## src/hw/rtl/sprite_mover_and_collision_test_top_macros.svh

```systemverilog
// assertion macros for the sprite mover and collision test block
// used by smct_div and sprite_mover_and_collision_test_top; expects clk and rst in scope
`ifndef SPRITE_MOVER_AND_COLLISION_TEST_TOP_MACROS_SVH
`define SPRITE_MOVER_AND_COLLISION_TEST_TOP_MACROS_SVH
`ifndef SYNTHESIS
`define SMCT_ASSERT_IMM(label, ante, cons) \
  label: assert property (@(posedge clk) disable iff (rst) (ante) |-> (cons)) \
    else $error("smct assertion failed");
`define SMCT_ASSERT_NXT(label, ante, cons) \
  label: assert property (@(posedge clk) disable iff (rst) (ante) |=> (cons)) \
    else $error("smct assertion failed");
`else
`define SMCT_ASSERT_IMM(label, ante, cons)
`define SMCT_ASSERT_NXT(label, ante, cons)
`endif
`endif

```

## src/hw/rtl/smct_pkg.sv

```systemverilog
// shared constants, codes and types of the sprite mover and collision test block
// no dependencies
`timescale 1ns / 1ps
package smct_pkg;

  localparam int CoordW    = 16;
  localparam int SizeW     = 10;
  localparam int ActW      = 3;
  localparam int CfgIdxW   = 3;
  localparam int CfgDataW  = 10;
  localparam int BoundW    = 20;
  localparam int MagW      = 17;
  localparam int ProdW     = 2 * MagW;
  localparam int AccW      = ProdW + 1;
  localparam int DividendW = 2 * CoordW;
  localparam int DivSteps  = CoordW;
  localparam int DivCntW   = $clog2(DivSteps);

  localparam logic [ActW-1:0] ActSet    = 3'd0;
  localparam logic [ActW-1:0] ActStep   = 3'd1;
  localparam logic [ActW-1:0] ActPoint  = 3'd2;
  localparam logic [ActW-1:0] ActCircle = 3'd3;
  localparam logic [ActW-1:0] ActRect   = 3'd4;

  localparam logic [CfgIdxW-1:0] RegSpriteWidth  = 3'd0;
  localparam logic [CfgIdxW-1:0] RegSpriteHeight = 3'd1;
  localparam logic [CfgIdxW-1:0] RegRigidEnable  = 3'd2;
  localparam logic [CfgIdxW-1:0] RegRigidLeft    = 3'd3;
  localparam logic [CfgIdxW-1:0] RegRigidRight   = 3'd4;
  localparam logic [CfgIdxW-1:0] RegRigidTop     = 3'd5;
  localparam logic [CfgIdxW-1:0] RegRigidBottom  = 3'd6;

  localparam logic [SizeW-1:0] SizeReset = 10'd16;

  typedef struct packed {
    logic busy;
    logic done;
  } div_stat_t;

endpackage

```

## src/hw/rtl/smct_if.sv

```systemverilog
// command and result channel interfaces of the sprite mover and collision test block
// depends on smct_pkg
`timescale 1ns / 1ps
interface smct_cmd_if import smct_pkg::*; ();
  logic              valid;
  logic              ready;
  logic [ActW-1:0]   action;
  logic [CoordW-1:0] coord_x;
  logic [CoordW-1:0] coord_y;
  logic [CoordW-1:0] step_width;
  logic [CoordW-1:0] radius;
  logic [CoordW-1:0] zone_width;
  logic [CoordW-1:0] zone_height;
  logic              inset_test;

  modport source (
    output valid, action, coord_x, coord_y, step_width, radius, zone_width, zone_height,
           inset_test,
    input  ready
  );
  modport sink (
    input  valid, action, coord_x, coord_y, step_width, radius, zone_width, zone_height,
           inset_test,
    output ready
  );
endinterface

interface smct_res_if import smct_pkg::*; ();
  logic              valid;
  logic              ready;
  logic              hit;
  logic [CoordW-1:0] cur_x;
  logic [CoordW-1:0] cur_y;

  modport source (output valid, hit, cur_x, cur_y, input ready);
  modport sink (input valid, hit, cur_x, cur_y, output ready);
endinterface

```

## src/hw/rtl/smct_div.sv

```systemverilog
// iterative restoring divider, one quotient bit per cycle, 16-bit quotient
// depends on smct_pkg and the assertion macro header
`timescale 1ns / 1ps
`include "sprite_mover_and_collision_test_top_macros.svh"
module smct_div import smct_pkg::*; (
  input  logic                 clk,
  input  logic                 rst,
  input  logic                 start,
  input  logic [DividendW-1:0] dividend,
  input  logic [CoordW-1:0]    divisor,
  output logic [CoordW-1:0]    quotient,
  output div_stat_t            stat
);

  logic [CoordW-1:0]  rem;
  logic [CoordW-1:0]  dvs;
  logic [CoordW-1:0]  quo;
  logic [DivCntW-1:0] cnt;
  logic               busy;
  logic               done;
  logic [CoordW:0]    trial;
  logic               take;

  // dividend upper half is below the divisor, so the quotient fits 16 bits
  assign trial = {rem, quo[CoordW-1]};
  assign take  = trial >= {1'b0, dvs};

  always_ff @(posedge clk) begin
    if (rst) begin
      busy <= 1'b0;
      done <= 1'b0;
      cnt  <= '0;
    end else begin
      done <= 1'b0;
      if (start) begin
        busy <= 1'b1;
        cnt  <= '0;
      end else if (busy) begin
        cnt <= cnt + 1'b1;
        if (cnt == DivCntW'(DivSteps - 1)) begin
          busy <= 1'b0;
          done <= 1'b1;
        end
      end
    end
  end

  always_ff @(posedge clk) begin
    if (start) begin
      rem <= dividend[DividendW-1:CoordW];
      quo <= dividend[CoordW-1:0];
      dvs <= divisor;
    end else if (busy) begin
      rem <= take ? CoordW'(trial - {1'b0, dvs}) : trial[CoordW-1:0];
      quo <= {quo[CoordW-2:0], take};
    end
  end

  assign quotient = quo;
  assign stat     = '{busy: busy, done: done};

  `SMCT_ASSERT_IMM(a_start_idle, start, !busy)
  `SMCT_ASSERT_IMM(a_rem_below, busy, rem < dvs)
  `SMCT_ASSERT_IMM(a_done_idle, done, !busy)

endmodule

```

## src/hw/rtl/sprite_mover_and_collision_test_top.sv

```systemverilog
// set, unused actions and refused rigid tests go to the finish state; point and rect tests
// use the test state, circle tests the squaring states, a step that falls short the divider
// throughput: one transaction at a time; the next is taken once the result is registered,
// and a result still waiting on the output holds the finish state
// synchronous active-high reset clears the position to 0, the registers to defaults, and
// empties the result register; no clearing pass
`timescale 1ns / 1ps
`include "sprite_mover_and_collision_test_top_macros.svh"
module sprite_mover_and_collision_test_top import smct_pkg::*; (
  input  logic                clk,
  input  logic                rst,
  smct_cmd_if.sink            cmd,
  smct_res_if.source          res,
  input  logic                cfg_we,
  input  logic [CfgIdxW-1:0]  cfg_index,
  input  logic [CfgDataW-1:0] cfg_data
);

  typedef enum logic [3:0] {
    S_IDLE, S_DECODE, S_TEST, S_CSQX, S_CSQY, S_CSQR, S_CCMP,
    S_SCHK, S_SMUL, S_SDIV, S_SWAIT, S_SAPPLY, S_FINISH
  } state_t;

  state_t state;

  logic [SizeW-1:0] sprite_width, sprite_height;
  logic             rigid_enable;
  logic [SizeW-1:0] rigid_left, rigid_right, rigid_top, rigid_bottom;

  logic [CoordW-1:0] pos_x, pos_y;

  logic [ActW-1:0]   act;
  logic [CoordW-1:0] tx, ty, sw, rad, rw, rh;
  logic              rig;

  logic signed [BoundW-1:0] x1, x2, y1, y2;
  logic signed [BoundW-1:0] bx1, bx2, by1, by2, px_s, py_s, xs, ys;
  logic                     point_hit, rect_hit;
  logic [MagW-1:0]          ddx_c, ddy_c, ddx_mag, ddy_mag;

  logic signed [MagW-1:0] dx, dy;
  logic [CoordW-1:0]      adx, ady;
  logic                   dx_neg, dy_neg, maj_x;
  logic [CoordW-1:0]      maj_mag, min_mag;

  logic [MagW-1:0]  mul_a, mul_b;
  logic [ProdW-1:0] mul_p, prod;
  logic [AccW-1:0]  acc;

  logic              div_start;
  logic [CoordW-1:0] quotient;
  div_stat_t         div_stat;

  logic              hit;
  logic              out_valid, out_hit;
  logic [CoordW-1:0] out_x, out_y;

  // configuration registers
  always_ff @(posedge clk) begin
    if (rst) begin
      sprite_width  <= SizeReset;
      sprite_height <= SizeReset;
      rigid_enable  <= 1'b0;
      rigid_left    <= '0;
      rigid_right   <= '0;
      rigid_top     <= '0;
      rigid_bottom  <= '0;
    end else if (cfg_we) begin
      case (cfg_index)
        RegSpriteWidth:  sprite_width  <= cfg_data;
        RegSpriteHeight: sprite_height <= cfg_data;
        RegRigidEnable:  rigid_enable  <= cfg_data[0];
        RegRigidLeft:    rigid_left    <= cfg_data;
        RegRigidRight:   rigid_right   <= cfg_data;
        RegRigidTop:     rigid_top     <= cfg_data;
        RegRigidBottom:  rigid_bottom  <= cfg_data;
        default: ;
      endcase
    end
  end

  // sprite box bounds, upper bound exclusive
  always_comb begin
    px_s = $signed(BoundW'(pos_x));
    py_s = $signed(BoundW'(pos_y));
    if (rig) begin
      bx1 = px_s + $signed(BoundW'(rigid_left));
      by1 = py_s + $signed(BoundW'(rigid_top));
      bx2 = px_s + $signed(BoundW'(sprite_width)) - $signed(BoundW'(rigid_right));
      by2 = py_s + $signed(BoundW'(sprite_height)) - $signed(BoundW'(rigid_bottom));
    end else begin
      bx1 = px_s;
      by1 = py_s;
      bx2 = px_s + $signed(BoundW'(sprite_width));
      by2 = py_s + $signed(BoundW'(sprite_height));
    end
  end

  always_comb begin
    xs = $signed(BoundW'(tx));
    ys = $signed(BoundW'(ty));
    point_hit = (xs >= x1) && (xs < x2) && (ys >= y1) && (ys < y2);
    rect_hit  = (x1 <= xs + $signed(BoundW'(rw))) && (xs < x2) &&
                (y1 <= ys + $signed(BoundW'(rh))) && (ys < y2);
    // clamp to lower bound first, then upper
    if (xs < x1) begin
      ddx_c = MagW'(x1 - xs);
    end else if (xs > x2) begin
      ddx_c = MagW'(xs - x2);
    end else begin
      ddx_c = '0;
    end
    if (ys < y1) begin
      ddy_c = MagW'(y1 - ys);
    end else if (ys > y2) begin
      ddy_c = MagW'(ys - y2);
    end else begin
      ddy_c = '0;
    end
  end

  // step deltas
  always_comb begin
    dx  = $signed({1'b0, tx}) - $signed({1'b0, pos_x});
    dy  = $signed({1'b0, ty}) - $signed({1'b0, pos_y});
    adx = dx[MagW-1] ? CoordW'(-dx) : dx[CoordW-1:0];
    ady = dy[MagW-1] ? CoordW'(-dy) : dy[CoordW-1:0];
  end

  // shared multiplier
  always_comb begin
    mul_a = '0;
    mul_b = '0;
    case (state)
      S_CSQX: begin
        mul_a = ddx_mag;
        mul_b = ddx_mag;
      end
      S_CSQY: begin
        mul_a = ddy_mag;
        mul_b = ddy_mag;
      end
      S_CSQR: begin
        mul_a = {1'b0, rad};
        mul_b = {1'b0, rad};
      end
      S_SMUL: begin
        mul_a = {1'b0, sw};
        mul_b = {1'b0, min_mag};
      end
      default: ;
    endcase
  end

  assign mul_p = mul_a * mul_b;

  assign div_start = (state == S_SDIV);

  smct_div u_div (
    .clk      (clk),
    .rst      (rst),
    .start    (div_start),
    .dividend (prod[DividendW-1:0]),
    .divisor  (maj_mag),
    .quotient (quotient),
    .stat     (div_stat)
  );

  always_ff @(posedge clk) begin
    if (rst) begin
      state     <= S_IDLE;
      pos_x     <= '0;
      pos_y     <= '0;
      hit       <= 1'b0;
      out_valid <= 1'b0;
    end else begin
      if (out_valid && res.ready && state != S_FINISH) begin
        out_valid <= 1'b0;
      end
      case (state)
        S_IDLE: begin
          if (cmd.valid) begin
            act   <= cmd.action;
            tx    <= cmd.coord_x;
            ty    <= cmd.coord_y;
            sw    <= cmd.step_width;
            rad   <= cmd.radius;
            rw    <= cmd.zone_width;
            rh    <= cmd.zone_height;
            rig   <= cmd.inset_test;
            state <= S_DECODE;
          end
        end
        S_DECODE: begin
          hit <= 1'b0;
          if (act == ActSet) begin
            pos_x <= tx;
            pos_y <= ty;
            state <= S_FINISH;
          end else if (act == ActStep) begin
            dx_neg  <= dx[MagW-1];
            dy_neg  <= dy[MagW-1];
            maj_x   <= adx >= ady;
            maj_mag <= (adx >= ady) ? adx : ady;
            min_mag <= (adx >= ady) ? ady : adx;
            state   <= S_SCHK;
          end else if ((act inside {ActPoint, ActCircle, ActRect}) && !(rig && !rigid_enable)) begin
            x1    <= bx1;
            x2    <= bx2;
            y1    <= by1;
            y2    <= by2;
            state <= S_TEST;
          end else begin
            state <= S_FINISH;
          end
        end
        S_TEST: begin
          if (act == ActCircle) begin
            ddx_mag <= ddx_c;
            ddy_mag <= ddy_c;
            state   <= S_CSQX;
          end else begin
            hit   <= (act == ActPoint) ? point_hit : rect_hit;
            state <= S_FINISH;
          end
        end
        S_CSQX: begin
          prod  <= mul_p;
          state <= S_CSQY;
        end
        S_CSQY: begin
          acc   <= AccW'(prod);
          prod  <= mul_p;
          state <= S_CSQR;
        end
        S_CSQR: begin
          acc   <= acc + AccW'(prod);
          prod  <= mul_p;
          state <= S_CCMP;
        end
        S_CCMP: begin
          hit   <= acc <= AccW'(prod);
          state <= S_FINISH;
        end
        S_SCHK: begin
          if (maj_mag <= sw) begin
            pos_x <= tx;
            pos_y <= ty;
            state <= S_FINISH;
          end else begin
            state <= S_SMUL;
          end
        end
        S_SMUL: begin
          prod  <= mul_p;
          state <= S_SDIV;
        end
        S_SDIV: begin
          state <= S_SWAIT;
        end
        S_SWAIT: begin
          if (div_stat.done) begin
            state <= S_SAPPLY;
          end
        end
        S_SAPPLY: begin
          if (maj_x) begin
            pos_x <= dx_neg ? pos_x - sw : pos_x + sw;
            pos_y <= dy_neg ? pos_y - quotient : pos_y + quotient;
          end else begin
            pos_y <= dy_neg ? pos_y - sw : pos_y + sw;
            pos_x <= dx_neg ? pos_x - quotient : pos_x + quotient;
          end
          state <= S_FINISH;
        end
        S_FINISH: begin
          if (!out_valid || res.ready) begin
            out_valid <= 1'b1;
            out_hit   <= hit;
            out_x     <= pos_x;
            out_y     <= pos_y;
            state     <= S_IDLE;
          end
        end
        default: state <= S_IDLE;
      endcase
    end
  end

  assign cmd.ready = (state == S_IDLE);
  assign res.valid = out_valid;
  assign res.hit   = out_hit;
  assign res.cur_x = out_x;
  assign res.cur_y = out_y;

  `SMCT_ASSERT_IMM(a_div_bound, state == S_SDIV, prod[DividendW-1:CoordW] < maj_mag)
  `SMCT_ASSERT_IMM(a_div_owner, div_stat.busy, state == S_SWAIT)
  `SMCT_ASSERT_NXT(a_pos_hold, state == S_IDLE || state == S_FINISH, $stable(pos_x) && $stable(pos_y))
  `SMCT_ASSERT_IMM(a_move_no_hit, state == S_FINISH && (act == ActSet || act == ActStep), !hit)

endmodule
```

## src/flat_wrapper.sv

```systemverilog
// flat-port wrapper written by rule: the top's interface ports become plain ports
module sprite_mover_and_collision_test_top_flat import smct_pkg::*;
  (clk, rst, cfg_we, cfg_index, cfg_data, cmd_valid, cmd_action, cmd_coord_x, cmd_coord_y, cmd_step_width, cmd_radius, cmd_zone_width, cmd_zone_height, cmd_inset_test, cmd_ready, res_valid, res_hit, res_cur_x, res_cur_y, res_ready);
  smct_cmd_if cmd_i ();
  smct_res_if res_i ();
  input  logic clk;
  input  logic rst;
  input  logic cfg_we;
  input  logic [CfgIdxW-1:0] cfg_index;
  input  logic [CfgDataW-1:0] cfg_data;
  input wire logic [$bits(cmd_i.valid)-1:0] cmd_valid;
  input wire logic [$bits(cmd_i.action)-1:0] cmd_action;
  input wire logic [$bits(cmd_i.coord_x)-1:0] cmd_coord_x;
  input wire logic [$bits(cmd_i.coord_y)-1:0] cmd_coord_y;
  input wire logic [$bits(cmd_i.step_width)-1:0] cmd_step_width;
  input wire logic [$bits(cmd_i.radius)-1:0] cmd_radius;
  input wire logic [$bits(cmd_i.zone_width)-1:0] cmd_zone_width;
  input wire logic [$bits(cmd_i.zone_height)-1:0] cmd_zone_height;
  input wire logic [$bits(cmd_i.inset_test)-1:0] cmd_inset_test;
  output wire logic [$bits(cmd_i.ready)-1:0] cmd_ready;
  output wire logic [$bits(res_i.valid)-1:0] res_valid;
  output wire logic [$bits(res_i.hit)-1:0] res_hit;
  output wire logic [$bits(res_i.cur_x)-1:0] res_cur_x;
  output wire logic [$bits(res_i.cur_y)-1:0] res_cur_y;
  input wire logic [$bits(res_i.ready)-1:0] res_ready;
  assign cmd_i.valid = cmd_valid;
  assign cmd_i.action = cmd_action;
  assign cmd_i.coord_x = cmd_coord_x;
  assign cmd_i.coord_y = cmd_coord_y;
  assign cmd_i.step_width = cmd_step_width;
  assign cmd_i.radius = cmd_radius;
  assign cmd_i.zone_width = cmd_zone_width;
  assign cmd_i.zone_height = cmd_zone_height;
  assign cmd_i.inset_test = cmd_inset_test;
  assign cmd_ready = cmd_i.ready;
  assign res_valid = res_i.valid;
  assign res_hit = res_i.hit;
  assign res_cur_x = res_i.cur_x;
  assign res_cur_y = res_i.cur_y;
  assign res_i.ready = res_ready;
  sprite_mover_and_collision_test_top u_core (.clk(clk), .rst(rst), .cmd(cmd_i), .res(res_i), .cfg_we(cfg_we), .cfg_index(cfg_index), .cfg_data(cfg_data));
endmodule
```

## config.mk

```make
export PLATFORM = sky130hd
export DESIGN_NAME = sprite_mover_and_collision_test_top_flat
export DESIGN_NICKNAME = d
export VERILOG_FILES = /design/src/hw/rtl/smct_pkg.sv /design/src/hw/rtl/smct_if.sv /design/src/hw/rtl/smct_div.sv /design/src/hw/rtl/sprite_mover_and_collision_test_top.sv /design/src/flat_wrapper.sv
export VERILOG_INCLUDE_DIRS = /design/src /design/src/hw/rtl
export SDC_FILE = /design/constraint.sdc
export NUM_CORES = 2
export LEC_CHECK = 0
export BUFFER_PORTS_ARGS = -buffer_cell sky130_fd_sc_hd__buf_4
export CAP_MARGIN = 20
export CORE_MARGIN = 10
export CORE_UTILIZATION = 45
export DETAILED_ROUTE_END_ITERATION = 10
export PLACE_DENSITY = 0.69
export RECOVER_POWER = 25
export SYNTH_ARGS = -nofsm -noshare
export SYNTH_HDL_FRONTEND = slang
export SYNTH_SLANG_ARGS = --single-unit
export TNS_END_PERCENT = 50
```

## constraint.sdc

```tcl
create_clock -name clk -period 28 [get_ports clk]
set_input_delay 1.4 -clock clk [delete_from_list [all_inputs] [get_ports clk]]
set_output_delay 1.4 -clock clk [all_outputs]
set_load 0.1 [all_outputs]
```

==> impl_metrics.env <==
export IMPL_status="complete, but fails checks"
export IMPL_failed_checks="max-capacitance violations, max-slew violations"
export IMPL_max_cap_violations=5
export IMPL_cts_max_path_buffers=3
export IMPL_crit_start="u_core.state[2]"
export IMPL_numCtsBuffers=58
export IMPL_grt_pass1_wl_microns=217000
export IMPL_worst_pin_slew_ns=4.15
export IMPL_avgViaCountPerCell=5.69
export IMPL_post_cts_buffers=0
export IMPL_clock_latency_ns=0.70
export IMPL_overflow=0
export IMPL_final_net_count=6028
export IMPL_timing_fmax_mhz=110
export IMPL_clock_skew_final_ns=0.0626
export IMPL_clkTransAtPathRegs_ns=0.06
export IMPL_crit_path_start_kind="flip-flop"
export IMPL_wl_per_cell_microns=21.8
export IMPL_synth_distinct_cells=86
export IMPL_core_sq_mm=0.100
export IMPL_setup_tns_ns=0
export IMPL_vias=37340
export IMPL_dp_hpwl_microns=114000
export IMPL_syn_inst=5058
export IMPL_grt_max_degree=85
export IMPL_synth_top_flop_cell="edfxtp_1"
export IMPL_final_hold_violation_count=0
export IMPL_async_reset_ff_share_pct=0
export IMPL_worstPathArrival_ns=9.45
export IMPL_die_area_sq_mm=0.114
export IMPL_portBuffers=152
export IMPL_final_area_sq_mm=0.0501
export IMPL_diodes=0
export IMPL_die_y_microns=338
export IMPL_r2r_cells=24
export IMPL_post_cts_resized=0
export IMPL_area_growth_pct=9.84
export IMPL_rrSetupSlack_ns=18.95
export IMPL_crit_type="reg -> reg"
export IMPL_drc=0
export IMPL_cp_required_ns=28.40
export IMPL_place_area_sq_mm=0.0482
export IMPL_holdBufCountCts=0
export IMPL_ys_warnings_count=0
export IMPL_slew_headroom_pct=-177
export IMPL_ys_seq_elements=498
export IMPL_antenna_found_initial=1
export IMPL_ys_seq_area_share_pct=30.5
export IMPL_grt_pass1_vias=35919
export IMPL_cts_root_buf="clkbuf_16"
export IMPL_irDropWorstVdd_mv=0.0519
export IMPL_power_density_mw_per_mm2=80.6
export IMPL_avgSynthCellArea_sq_um=9.02
export IMPL_worst_setup_path_end_kind="flip-flop"
export IMPL_syn_area_sq_mm=0.0456
export IMPL_synth_nets=5931
export IMPL_dr_pass1_iters=6
export IMPL_synth_edf_count=393
export IMPL_timing_rr_end="u_core.prod[32]"
export IMPL_rsz0062_at_grt="no"
export IMPL_die_width_microns=338
export IMPL_drt_iter0_drc=3692
export IMPL_setup_viol=0
export IMPL_cts_sinks=498
export IMPL_endpoint="u_core.prod[32]"
export IMPL_maxSlewViolCount=289
export IMPL_grtUsageTotal_pct=24.2
export IMPL_io_pins=153
export IMPL_min_period_over_period_pct=32.3
export IMPL_htree_levels=2
export IMPL_start_util_pct=45.5
export IMPL_final_antenna_net_count=0
export IMPL_min_path_type="reg -> reg"
export IMPL_p_leak_nw=22.0
export IMPL_path_max_fanout=21
export IMPL_cts_tree="done"
export IMPL_layout_min_cycle_time_ns=9.05
export IMPL_r2r_start="u_core.state[2]"
export IMPL_wirelength_microns=143000
export IMPL_gp_congestion=0.989
export IMPL_num_rows=116
export IMPL_drive_gt1_share_pct=6.65
## state kept, by name, summed over array words and instances (netlist names), 17 cells and up
register	cells
u_core.ddx_mag	17
u_core.ddy_mag	17
u_core.y2	20
u_core.x1	17
u_core.acc	35
u_core.prod	34
u_core.y1	17
u_core.x2	20
## cell usage after synthesis (11+ instances only)
library cell	n	area share (%)
a2111oi_0	12	0.23
a211oi_1	35	0.58
a21boi_0	12	0.20
a21o_1	141	2.3
a21oi_1	351	3.9
a22oi_1	19	0.31
a311oi_1	15	0.29
a31oi_1	23	0.32
and2_1	15	0.21
and3_1	21	0.29
buf_1	14	0.12
clkbuf_1	140	1.2
dfxtp_1	105	4.6
edfxtp_1	393	26
fa_1	242	11
ha_1	513	14
inv_1	617	5.1
mux2_2	13	0.32
mux2i_1	43	0.94
nand2_1	579	4.8
nand2b_1	49	0.67
nand3_1	81	0.89
nand4_1	48	0.66
nor2_1	406	3.3
nor2b_1	59	0.81
nor3_1	106	1.2
nor3b_1	18	0.30
nor4_1	25	0.34
o211ai_1	21	0.35
o21a_1	42	0.69
o21ai_0	247	2.7
o21ai_1	11	0.12
o21bai_1	37	0.61
o221ai_1	15	0.29
o22ai_1	33	0.45
o31ai_1	21	0.35
or2_2	20	0.27
or3_1	35	0.48
xnor2_1	227	4.4
xor2_1	109	2.1
## where the power goes
group | switching (mW) | total [mW] | internal, mW
Sequential | 0.120 | 1.09 | 0.970
Combinational | 1.38 | 2.17 | 0.791
Clock | 0.340 | 0.774 | 0.434
## worst max-delay path, cell delays in order (launching register included)
cell and delay [ns]:
dfxtp_1 0.80, nand2b_1 0.39, nor3_2 0.20, buf_4 0.29, a22o_1 0.51, clkinv_1 0.67, nor2_1 0.38, fa_1 0.46
fa_1 0.51, fa_1 0.51, fa_1 0.52, fa_1 0.56, inv_1 0.06, fa_1 0.54, inv_1 0.04, ha_1 0.23
or4_1 0.46, o21ai_0 0.20, a21oi_1 0.09, o31ai_1 0.36, a21oi_1 0.14, and4_1 0.24, a2111oi_2 0.35, a21oi_1 0.13
xor2_1 0.16
## layer usage
layer / vias up / track usage, % / wire (microns)
li1: 17698 / - / -
met5: - / 0 / 0
met1: 17969 / 33.5 / 63200
met3: 255 / 4.66 / 11700
met2: 1418 / 37.5 / 63000
met4: 0 / 8.08 / 5230
## per-stage QoR
step                std cells  hold slack, ns  worst slack [ns]  util (%)  total power, mW
CTS                      6560           0.455             19.01      50.0             4.02
finish                   6561           0.455             18.95      49.9             4.04
global route             6561           0.472             18.35      49.9             4.32
floorplan                5058           0.426             18.02         -             2.61
global placement         6451           0.444             19.19      48.1             3.20
detailed placement       6451           0.447             19.03      48.1             3.23
## logic make-up after synthesis
family	after synthesis	synth area share, %
fa+ha+maj	755	24.7
buf+inv	784	6.48
xor+xnor	336	6.45
mux	58	1.36
compound gates	1132	15.7
simple gates	1495	14.8
flops	498	30.5
## worst min-delay path by stage
| stage | endpoint | cells past startpoint | from | slack [ns] |
|---|---|---|---|---|
| 6_report | u_core.rigid_bottom[8] | 2 | u_core.rigid_bottom[8] | 0.46 |
| 3_3_place_gp | u_core.rigid_bottom[3] | 2 | u_core.rigid_bottom[3] | 0.44 |
| 2_1_floorplan | u_core.u_div.dvs[0] | 0 | u_core.maj_mag[0] | 0.43 |
| 4_1_cts | u_core.rigid_bottom[8] | 2 | u_core.rigid_bottom[8] | 0.45 |
| 3_5_place_dp | u_core.rigid_bottom[8] | 2 | u_core.rigid_bottom[8] | 0.45 |
| 5_1_grt | u_core.rigid_bottom[8] | 2 | u_core.rigid_bottom[8] | 0.47 |
## cell usage in the layout, fill, tap and decap left out, types with 37 or more instances in the layout
cell	Yosys	routed
o21a_1	42	42
mux2i_1	43	43
a21o_1	141	141
xor2_1	109	109
xnor2_1	227	227
fa_1	242	242
dfxtp_1	105	105
ha_1	513	513
clkbuf_16	0	58
buf_4	0	83
o21bai_1	37	37
o21ai_0	247	247
nand2b_1	49	49
nor2b_1	59	59
edfxtp_1	393	393
nor2_1	406	403
nand2_1	579	579
nand4_1	48	48
a21oi_1	351	347
nor3_1	106	100
inv_1	617	617
nand3_1	81	79
clkbuf_4	0	99
## final cells by class
type / instances / area, sq um
fill: 9450 / 50200
multi-input combinational: 3776 / 28800
sequential: 498 / 13900
inverter: 626 / 2350
tap: 1357 / 1700
clock buffer: 77 / 1530
timing repair buffer: 195 / 1420
clock inverter: 32 / 368
Power figures use the tool's default switching activity.
